==> src/rtl/core/mcr_pkg.sv <==
// Package for the mailbox command requester.
// Holds result kinds, status codes, register defaults and the shared structs.
// No dependencies.
package mcr_pkg;

	localparam int unsigned CFG_ADDR_W = 4;
	localparam int unsigned CFG_DATA_W = 32;

	localparam logic [7:0]  LEN_MAX        = 8'hFC;
	localparam logic [23:0] ELAPSED_MAX    = 24'hFFFFFF;
	localparam logic [23:0] TIMEOUT_RESET  = 24'd10_000_000;
	localparam logic [15:0] POLL_MIN_RESET = 16'd10;
	localparam logic [19:0] POLL_MAX_RESET = 20'd100_000;

	// register indexes, word addressed
	localparam logic [1:0] REG_ENABLED  = 2'd0;
	localparam logic [1:0] REG_TIMEOUT  = 2'd1;
	localparam logic [1:0] REG_POLL_MIN = 2'd2;
	localparam logic [1:0] REG_POLL_MAX = 2'd3;

	typedef enum logic [1:0] {
		KIND_POSTED = 2'd0,
		KIND_WAIT   = 2'd1,
		KIND_DONE   = 2'd2
	} kind_t;

	typedef enum logic [3:0] {
		ST_OK       = 4'd0,
		ST_NOTREADY = 4'd1,
		ST_INVAL    = 4'd2,
		ST_TIMEOUT  = 4'd3,
		ST_PROTO    = 4'd4,
		ST_PERM     = 4'd5,
		ST_NOENT    = 4'd6,
		ST_IO       = 4'd7,
		ST_AGAIN    = 4'd8,
		ST_NOMEM    = 4'd9,
		ST_BUSY     = 4'd10,
		ST_NOSYS    = 4'd11,
		ST_NOTSUP   = 4'd12
	} status_t;

	typedef struct packed {
		logic        enabled;
		logic [23:0] timeout_limit_us;
		logic [15:0] poll_min_us;
		logic [19:0] poll_max_us;
	} cfg_t;

	typedef struct packed {
		logic [3:0]  seq_counter;
		logic        first_epoch;
		logic        busy;
		logic [7:0]  held_capacity;
		logic [19:0] next_wait;
		logic [23:0] elapsed_total;
	} state_t;

	typedef struct packed {
		logic        req_type;
		logic [6:0]  cmd_code;
		logic [7:0]  req_len;
		logic [7:0]  resp_capacity;
		logic [31:0] mbox_header;
		logic [31:0] mbox_first_word;
	} item_t;

	typedef struct packed {
		kind_t       out_kind;
		logic [31:0] req_header;
		logic [19:0] wait_us;
		status_t     status;
		logic [7:0]  used_len;
	} result_t;

	// mailbox error code to status
	function automatic status_t map_error(input logic [31:0] code);
		status_t st;
		unique case (code)
			32'd0:   st = ST_OK;
			32'd1:   st = ST_PERM;
			32'd2:   st = ST_NOENT;
			32'd5:   st = ST_IO;
			32'd11:  st = ST_AGAIN;
			32'd12:  st = ST_NOMEM;
			32'd16:  st = ST_BUSY;
			32'd22:  st = ST_INVAL;
			32'd38:  st = ST_NOSYS;
			32'd62:  st = ST_TIMEOUT;
			32'd95:  st = ST_NOTSUP;
			default: st = ST_IO;
		endcase
		return st;
	endfunction

endpackage

==> src/rtl/core/mailbox_command_requester.sv <==
// Top level of the mailbox command requester.
// Input register, exchange state and result register; uses mcr_pkg,
// mcr_cfg_regs and mcr_step.
//
// The block runs one mailbox command exchange at a time. An issue word
// (s_tuser = 0) is checked against the enable register and the length rules
// and, when it passes, yields a request header word (m_tuser = posted) and
// marks the exchange busy. Each header word observed by a poll (s_tuser = 1)
// then either finishes the exchange (m_tuser = done, with a status and the
// used response length) or returns a backoff wait (m_tuser = wait): waits
// start at poll_min_us, double per poll up to poll_max_us, and the exchange
// times out once the summed waits reach timeout_limit_us. A polled header
// while no exchange is pending yields no word. Rejected issues answer done
// with notready, inval or busy and leave the sequence number alone. Rate:
// one word per clock cycle while m_tready holds. A word's result passes the
// input register, then the result register, and is offered on m_tvalid
// from there; the exchange state is updated as the result register loads.
// While a result waits on m_tready the input register still takes one
// word, then s_tready drops until the result leaves. The user must write
// the registers over the APB-style port only while no word is in flight;
// the block itself does not enforce this.
module mailbox_command_requester (
	input  logic                           clk,
	input  logic                           arst_n,
	// configuration port
	input  logic                           psel,
	input  logic                           penable,
	input  logic                           pwrite,
	input  logic [mcr_pkg::CFG_ADDR_W-1:0] paddr,
	input  logic [mcr_pkg::CFG_DATA_W-1:0] pwdata,
	output logic [mcr_pkg::CFG_DATA_W-1:0] prdata,
	output logic                           pready,
	// input words
	input  logic                           s_tvalid,
	output logic                           s_tready,
	// [6:0] cmd_code, [14:7] req_len, [22:15] resp_capacity,
	// [54:23] mbox_header, [86:55] mbox_first_word, [87] zero
	input  logic [87:0]                    s_tdata,
	// [0] req_type
	input  logic                           s_tuser,
	// result words
	output logic                           m_tvalid,
	input  logic                           m_tready,
	// [31:0] req_header, [51:32] wait_us, [55:52] status, [63:56] used_len
	output logic [63:0]                    m_tdata,
	// [1:0] out_kind
	output logic [1:0]                     m_tuser
);
	import mcr_pkg::*;

	cfg_t    cfg;
	item_t   item_s1;
	logic    valid_s1;
	result_t res_s2;
	logic    valid_s2;
	state_t  state_q;
	state_t  state_nxt;
	result_t res;
	logic    res_valid;
	logic    adv;

	mcr_cfg_regs u_cfg (
		.clk     (clk),
		.arst_n  (arst_n),
		.psel    (psel),
		.penable (penable),
		.pwrite  (pwrite),
		.paddr   (paddr),
		.pwdata  (pwdata),
		.prdata  (prdata),
		.pready  (pready),
		.cfg     (cfg)
	);

	mcr_step u_step (
		.item      (item_s1),
		.cfg       (cfg),
		.state     (state_q),
		.state_nxt (state_nxt),
		.res_valid (res_valid),
		.res       (res)
	);

	// Advance the held word whenever the result register is empty or drains
	// this cycle; the exchange state moves only on that edge.
	assign adv      = valid_s1 & (~valid_s2 | m_tready);
	assign s_tready = ~valid_s1 | adv;

	always_ff @(posedge clk or negedge arst_n) begin
		if (!arst_n) begin
			valid_s1 <= 1'b0;
		end else if (s_tready) begin
			valid_s1 <= s_tvalid;
		end
	end

	// Hold the payload of the input word; no reset needed.
	always_ff @(posedge clk) begin
		if (s_tready && s_tvalid) begin
			item_s1.req_type        <= s_tuser;
			item_s1.cmd_code        <= s_tdata[6:0];
			item_s1.req_len         <= s_tdata[14:7];
			item_s1.resp_capacity   <= s_tdata[22:15];
			item_s1.mbox_header     <= s_tdata[54:23];
			item_s1.mbox_first_word <= s_tdata[86:55];
		end
	end

	// Exchange state: sequence, epoch flag, busy flag and backoff tracking.
	always_ff @(posedge clk or negedge arst_n) begin
		if (!arst_n) begin
			state_q.seq_counter   <= '0;
			state_q.first_epoch   <= 1'b1;
			state_q.busy          <= 1'b0;
			state_q.held_capacity <= '0;
			state_q.next_wait     <= {4'd0, POLL_MIN_RESET};
			state_q.elapsed_total <= '0;
		end else if (adv) begin
			state_q <= state_nxt;
		end
	end

	// Result register valid: load on a produced result, drop once taken.
	always_ff @(posedge clk or negedge arst_n) begin
		if (!arst_n) begin
			valid_s2 <= 1'b0;
		end else if (adv) begin
			valid_s2 <= res_valid;
		end else if (m_tready) begin
			valid_s2 <= 1'b0;
		end
	end

	always_ff @(posedge clk) begin
		if (adv && res_valid) begin
			res_s2 <= res;
		end
	end

	assign m_tvalid = valid_s2;
	assign m_tdata  = {res_s2.used_len, res_s2.status, res_s2.wait_us, res_s2.req_header};
	assign m_tuser  = res_s2.out_kind;

endmodule

==> src/rtl/core/mcr_cfg_regs.sv <==
// Configuration register file of the mailbox command requester.
// APB-style write and read access; depends on mcr_pkg.
module mcr_cfg_regs (
	input  logic                           clk,
	input  logic                           arst_n,
	input  logic                           psel,
	input  logic                           penable,
	input  logic                           pwrite,
	input  logic [mcr_pkg::CFG_ADDR_W-1:0] paddr,
	input  logic [mcr_pkg::CFG_DATA_W-1:0] pwdata,
	output logic [mcr_pkg::CFG_DATA_W-1:0] prdata,
	output logic                           pready,
	output mcr_pkg::cfg_t                  cfg
);
	import mcr_pkg::*;

	cfg_t       cfg_q;
	logic       wr_en;
	logic [1:0] reg_idx;

	assign pready  = 1'b1;
	assign wr_en   = psel & penable & pwrite;
	assign reg_idx = paddr[3:2];
	assign cfg     = cfg_q;

	always_ff @(posedge clk or negedge arst_n) begin
		if (!arst_n) begin
			cfg_q.enabled          <= 1'b0;
			cfg_q.timeout_limit_us <= TIMEOUT_RESET;
			cfg_q.poll_min_us      <= POLL_MIN_RESET;
			cfg_q.poll_max_us      <= POLL_MAX_RESET;
		end else if (wr_en) begin
			unique case (reg_idx)
				REG_ENABLED:  cfg_q.enabled          <= pwdata[0];
				REG_TIMEOUT:  cfg_q.timeout_limit_us <= pwdata[23:0];
				REG_POLL_MIN: cfg_q.poll_min_us      <= pwdata[15:0];
				REG_POLL_MAX: cfg_q.poll_max_us      <= pwdata[19:0];
				default: ;
			endcase
		end
	end

	always_comb begin
		unique case (reg_idx)
			REG_ENABLED:  prdata = {31'd0, cfg_q.enabled};
			REG_TIMEOUT:  prdata = {8'd0, cfg_q.timeout_limit_us};
			REG_POLL_MIN: prdata = {16'd0, cfg_q.poll_min_us};
			REG_POLL_MAX: prdata = {12'd0, cfg_q.poll_max_us};
			default:      prdata = '0;
		endcase
	end

endmodule

==> src/rtl/core/mcr_step.sv <==
// Per-word decision logic of the mailbox command requester.
// Combinational: item, registers and state in; result and next state out.
// Depends on mcr_pkg.
module mcr_step (
	input  mcr_pkg::item_t   item,
	input  mcr_pkg::cfg_t    cfg,
	input  mcr_pkg::state_t  state,
	output mcr_pkg::state_t  state_nxt,
	output logic             res_valid,
	output mcr_pkg::result_t res
);
	import mcr_pkg::*;

	logic [7:0]  rlen;
	logic [3:0]  rseq;
	logic        resp_bit;
	logic        err_bit;
	logic [24:0] sum;
	logic [20:0] dbl;
	logic        bad_len;

	assign rlen     = item.mbox_header[15:8];
	assign rseq     = item.mbox_header[19:16];
	assign resp_bit = item.mbox_header[23];
	assign err_bit  = item.mbox_header[22];
	assign sum      = {1'b0, state.elapsed_total} + {5'd0, state.next_wait};
	assign dbl      = {state.next_wait, 1'b0};
	assign bad_len  = (item.req_len > LEN_MAX) || (item.resp_capacity > LEN_MAX)
		|| (item.req_len[1:0] != 2'd0);

	always_comb begin
		state_nxt      = state;
		res_valid      = 1'b1;
		res.out_kind   = KIND_DONE;
		res.req_header = '0;
		res.wait_us    = '0;
		res.status     = ST_OK;
		res.used_len   = '0;
		if (!item.req_type) begin
			priority if (!cfg.enabled) begin
				res.status = ST_NOTREADY;
			end else if (bad_len) begin
				res.status = ST_INVAL;
			end else if (state.busy) begin
				res.status = ST_BUSY;
			end else begin
				res.out_kind            = KIND_POSTED;
				res.req_header          = {10'd0, ~state.first_epoch, 1'b0,
					state.seq_counter, item.req_len, 1'b0, item.cmd_code};
				state_nxt.busy          = 1'b1;
				state_nxt.held_capacity = item.resp_capacity;
				state_nxt.next_wait     = {4'd0, cfg.poll_min_us};
				state_nxt.elapsed_total = '0;
			end
		end else if (!state.busy) begin
			// header with nothing pending: drop it
			res_valid = 1'b0;
		end else if (resp_bit || (state.elapsed_total >= cfg.timeout_limit_us)) begin
			state_nxt.seq_counter = state.seq_counter + 4'd1;
			state_nxt.first_epoch = 1'b0;
			state_nxt.busy        = 1'b0;
			priority if (!resp_bit) begin
				res.status = ST_TIMEOUT;
			end else if (rseq != state.seq_counter) begin
				res.status = ST_PROTO;
			end else if (err_bit) begin
				// short error reply carries no code: counts as success
				res.status = map_error((rlen >= 8'd4) ? item.mbox_first_word : 32'd0);
			end else begin
				res.used_len = (rlen < state.held_capacity) ? rlen : state.held_capacity;
			end
		end else begin
			res.out_kind            = KIND_WAIT;
			res.wait_us             = state.next_wait;
			state_nxt.elapsed_total = sum[24] ? ELAPSED_MAX : sum[23:0];
			state_nxt.next_wait     = (dbl > {1'b0, cfg.poll_max_us})
				? cfg.poll_max_us : dbl[19:0];
		end
	end

endmodule

==> config.mk <==
export PLATFORM = sky130hd
export DESIGN_NAME = mailbox_command_requester
export DESIGN_NICKNAME = d
export VERILOG_FILES = /design/src/rtl/core/mcr_pkg.sv /design/src/rtl/core/mailbox_command_requester.sv /design/src/rtl/core/mcr_cfg_regs.sv /design/src/rtl/core/mcr_step.sv
export SDC_FILE = /design/constraint.sdc
export NUM_CORES = 1
export LEC_CHECK = 0
export BUFFER_PORTS_ARGS = -buffer_cell sky130_fd_sc_hd__buf_2
export CAP_MARGIN = 20
export CELL_PAD_IN_SITES_DETAIL_PLACEMENT = 0
export CELL_PAD_IN_SITES_GLOBAL_PLACEMENT = 1
export CORE_MARGIN = 10
export CORE_UTILIZATION = 39
export DETAILED_ROUTE_END_ITERATION = 8
export HOLD_SLACK_MARGIN = 0.1
export PLACE_DENSITY = 0.82
export SLEW_MARGIN = 0
export SYNTH_ARGS = -nofsm -noshare
export SYNTH_HDL_FRONTEND = slang
export SYNTH_SLANG_ARGS = --single-unit
==> constraint.sdc <==
create_clock -name clk -period 6.53 [get_ports clk]
set_input_delay 0.9795 -clock clk [delete_from_list [all_inputs] [get_ports clk]]
set_output_delay 0.9795 -clock clk [all_outputs]
set_load 0.02 [all_outputs]
==> impl_metrics.tcl <==
set metrics [dict create \
    outcome "completed" \
    synth_enable_flop_cells 124 \
    worstReg2RegStart "u_cfg.cfg[59]" \
    setup_violations 0 \
    root_buffer "clkbuf_16" \
    critPathBufInv 3 \
    post-dp-hpwl_mm 23.6 \
    cap_violations 0 \
    final.setup_skew_ns 0.0113 \
    area_growth_pct 17.7 \
    via_count 8794 \
    whs_path_depth 2 \
    multi_input_area_um2 5160 \
    start_util 0.394 \
    fin_util 0.464 \
    regToRegSetupSlack_ns 2.86 \
    routedWlPerCell_um 19.2 \
    cts_setup_buffers 0 \
    synthCells 1079 \
    route.detailed.drc 0 \
    relSlewSlack 0.379 \
    placed_cells 1632 \
    rr_worst_depth 10 \
    crit_path_end_kind "primary output" \
    hold_path.class "flop to flop" \
    cts_hold_buf 0 \
    overflow 0 \
    yosysWarnings 0 \
    vdd_drop_max_v 0.000213 \
    grtUsageTotal 0.160 \
    antenna_found_initial 1 \
    sequentialPowerShare 0.413 \
    numPortBuffers 182 \
    pwr-share-clk 0.292 \
    crit_fanout 24 \
    internal-power_uw 3590 \
    hold_path_end "state_q[44]" \
    startpoint_type "input port" \
    cpMostUsedCell "buf_2" \
    switching_share 0.339 \
    final_design_area_no_fill_um2 14600 \
    gp_congestion 0.851 \
    cts.sinks 245 \
    drtIter0Drc 584 \
    cp_cell_sequence "buf_2, nor2b_1, buf_4, a22o_1, buf_2" \
    synth_area_um2 12400 \
    switchingPower_uw 1840 \
    insertion_delay_ns 0.55 \
    finalMaxSlewViolations 0 \
    hold_viol 0 \
    regArea_um2 6780 \
    combPwrFrac 0.295 \
    max_freq_mhz 256 \
    cpPeakStageDelay_ns 0.62 \
    synth_flop_cell "edfxtp_1" \
    finalNetCount 1463 \
    routed_wl_mm 32.4 \
    arrival_ns 2.93 \
    dr.pass1.iters 5 \
    ios 233 \
    cellPowerDensity_nw_per_um2 372 \
    ant_nets 0 \
    grt_pass1_wl_mm 49.8 \
    core_area_um2 31500 \
    hold_path_startpoint "item_s1[64]" \
    grt_max_degree 64 \
    ys_seq_elements 245 \
    layout-drive-gt1-share 0.255 \
    critPathTopFamily "buffers and inverters" \
    grt_pass1_vias 8877 \
    via_per_inst 5.23 \
    setup_tns_ns 0 \
    clkTransAtPathRegs_ns 0.06 \
    ys_seq_area_frac 0.547 \
    cp_slowest_cell "nor2b_1" \
    fp.dieH_um 198 \
    postPlaceCellArea_um2 13700 \
    avgSynthCellArea_um2 11.5 \
    path_class "input port to primary output" \
    period_share 0.599 \
    htree_levels 1 \
    worstMarginPinSlew_ns 0.929 \
    layout_setup_ws_ns 2.62 \
    synth_cell_types 68 \
    grt_setup_unrepaired "false" \
    row_count 65 \
    critPathRequiredTime_ns 5.55 \
    clk_path_buf_depth 3 \
    async_flop_share 0.494 \
    stdcell_count 1683 \
    numCtsBuffers 27 \
    cts-resized-gates 0 \
    num-fill-cells 2906 \
    die_x_um 198 \
    pre_cts_ws_ns 2.58 \
    r2r_end "state_q[1]" \
    fin_crit_ns 3.91 \
    cts_tree "yes" \
    p_leak_uw 0.00638 \
    floorplan.die_area_um2 39300 \
]
## synth_stat cells, types with 12 or more instances
master,instances,share of area
and2_1,46,0.023
a22oi_1,20,0.012
clkbuf_1,36,0.011
edfxtp_1,124,0.30
xor2_1,18,0.013
a21oi_1,40,0.016
buf_4,21,0.013
nor3_1,16,0.0065
dfrtp_1,102,0.21
nand2_1,114,0.035
nor4_1,12,0.0061
o21ai_0,62,0.025
inv_1,61,0.018
a22o_1,16,0.011
nand3_1,17,0.0069
nand4_1,12,0.0061
ha_1,71,0.072
mux2i_1,31,0.025
mux2_2,54,0.049
nor2_1,48,0.015
dfstp_2,19,0.040
nand2b_1,12,0.0061
o221ai_1,16,0.011
## flip-flops by register name, summed over array words and instances (netlist names)
name       cells
u_cfg.cfg     61
m_tdata       52
item_s1       70
valid_s1       1
m_tuser        2
m_tvalid       1
state_q       58
## power by group through the flow
stage	registers, µW	clock network (µW)	logic (µW)
3_5_place_dp	2270	0	1610
2_1_floorplan	2250	0	1150
3_3_place_gp	2250	0	1570
4_1_cts	2240	1620	1620
6_report	2240	1590	1600
5_1_grt	2280	1680	1820
## layout by cell type (no fill, tap or decap), types with 20 or more instances in the layout
cell       instances
a21oi_1           40
a22oi_1           20
and2_1            45
buf_2            181
clkbuf_16         27
conb_1            23
dfrtp_1          102
edfxtp_1         124
ha_1              71
inv_1             61
mux2_2            54
mux2i_1           31
nand2_1          114
nor2_1            46
o21ai_0           62
## logic make-up after synthesis
| group | Yosys count | share of synthesized area |
|---|---|---|
| DFF | 245 | 0.547 |
| AOI/OAI and AO/OA | 206 | 0.112 |
| muxes | 86 | 0.0759 |
| xor gates and xnor gates | 26 | 0.0184 |
| adders and majority gates | 72 | 0.0733 |
| and+or+nand+nor | 318 | 0.127 |
| other | 2 | 0.000606 |
| buffers and inverters | 124 | 0.0460 |
## final cells by class
cell class	instances	share of cell area
timing repair buffer	193	0.0683
antenna	1	0.000171
clock buffer	30	0.0484
inverter	61	0.0157
multi-input combinational	731	0.353
sequential	245	0.464
tap	402	0.0345
clock inverter	20	0.0153
## layer usage
metal / part of all wire / vias up / track usage
li1: - / 4232 / -
met1: 0.44 / 4315 / 0.205
met2: 0.50 / 202 / 0.276
met3: 0.048 / 43 / 0.0221
met4: 0.018 / 2 / 0.0421
met5: 0.00022 / - / 0
## tightest hold or removal path: cells and delay by family, from the launching register on
kind / cells / cell delay [ns]
AND/OR/NAND/NOR: 2 / 0.10
flip-flops: 1 / 0.35
## worst max-delay path by stage
stage / from / end / slack, ns / cells past startpoint
6_report: paddr[2] / prdata[4] / 2.62 / 5
5_1_grt: paddr[2] / prdata[4] / 2.52 / 5
4_1_cts: paddr[2] / prdata[4] / 2.60 / 5
3_5_place_dp: paddr[2] / u_cfg.cfg[57] / 2.58 / 6
3_3_place_gp: paddr[2] / u_cfg.cfg[50] / 2.60 / 6
2_1_floorplan: m_tready / m_tdata[0] / 2.54 / 3
## stage by stage
step	hold slack, ns	power [µW]
2_1_floorplan	0.442	3400
3_3_place_gp	0.461	3830
3_5_place_dp	0.465	3870
4_1_cts	0.478	5480
5_1_grt	0.513	5780
6_report	0.475	5430
(Power assumes the default switching activity.)
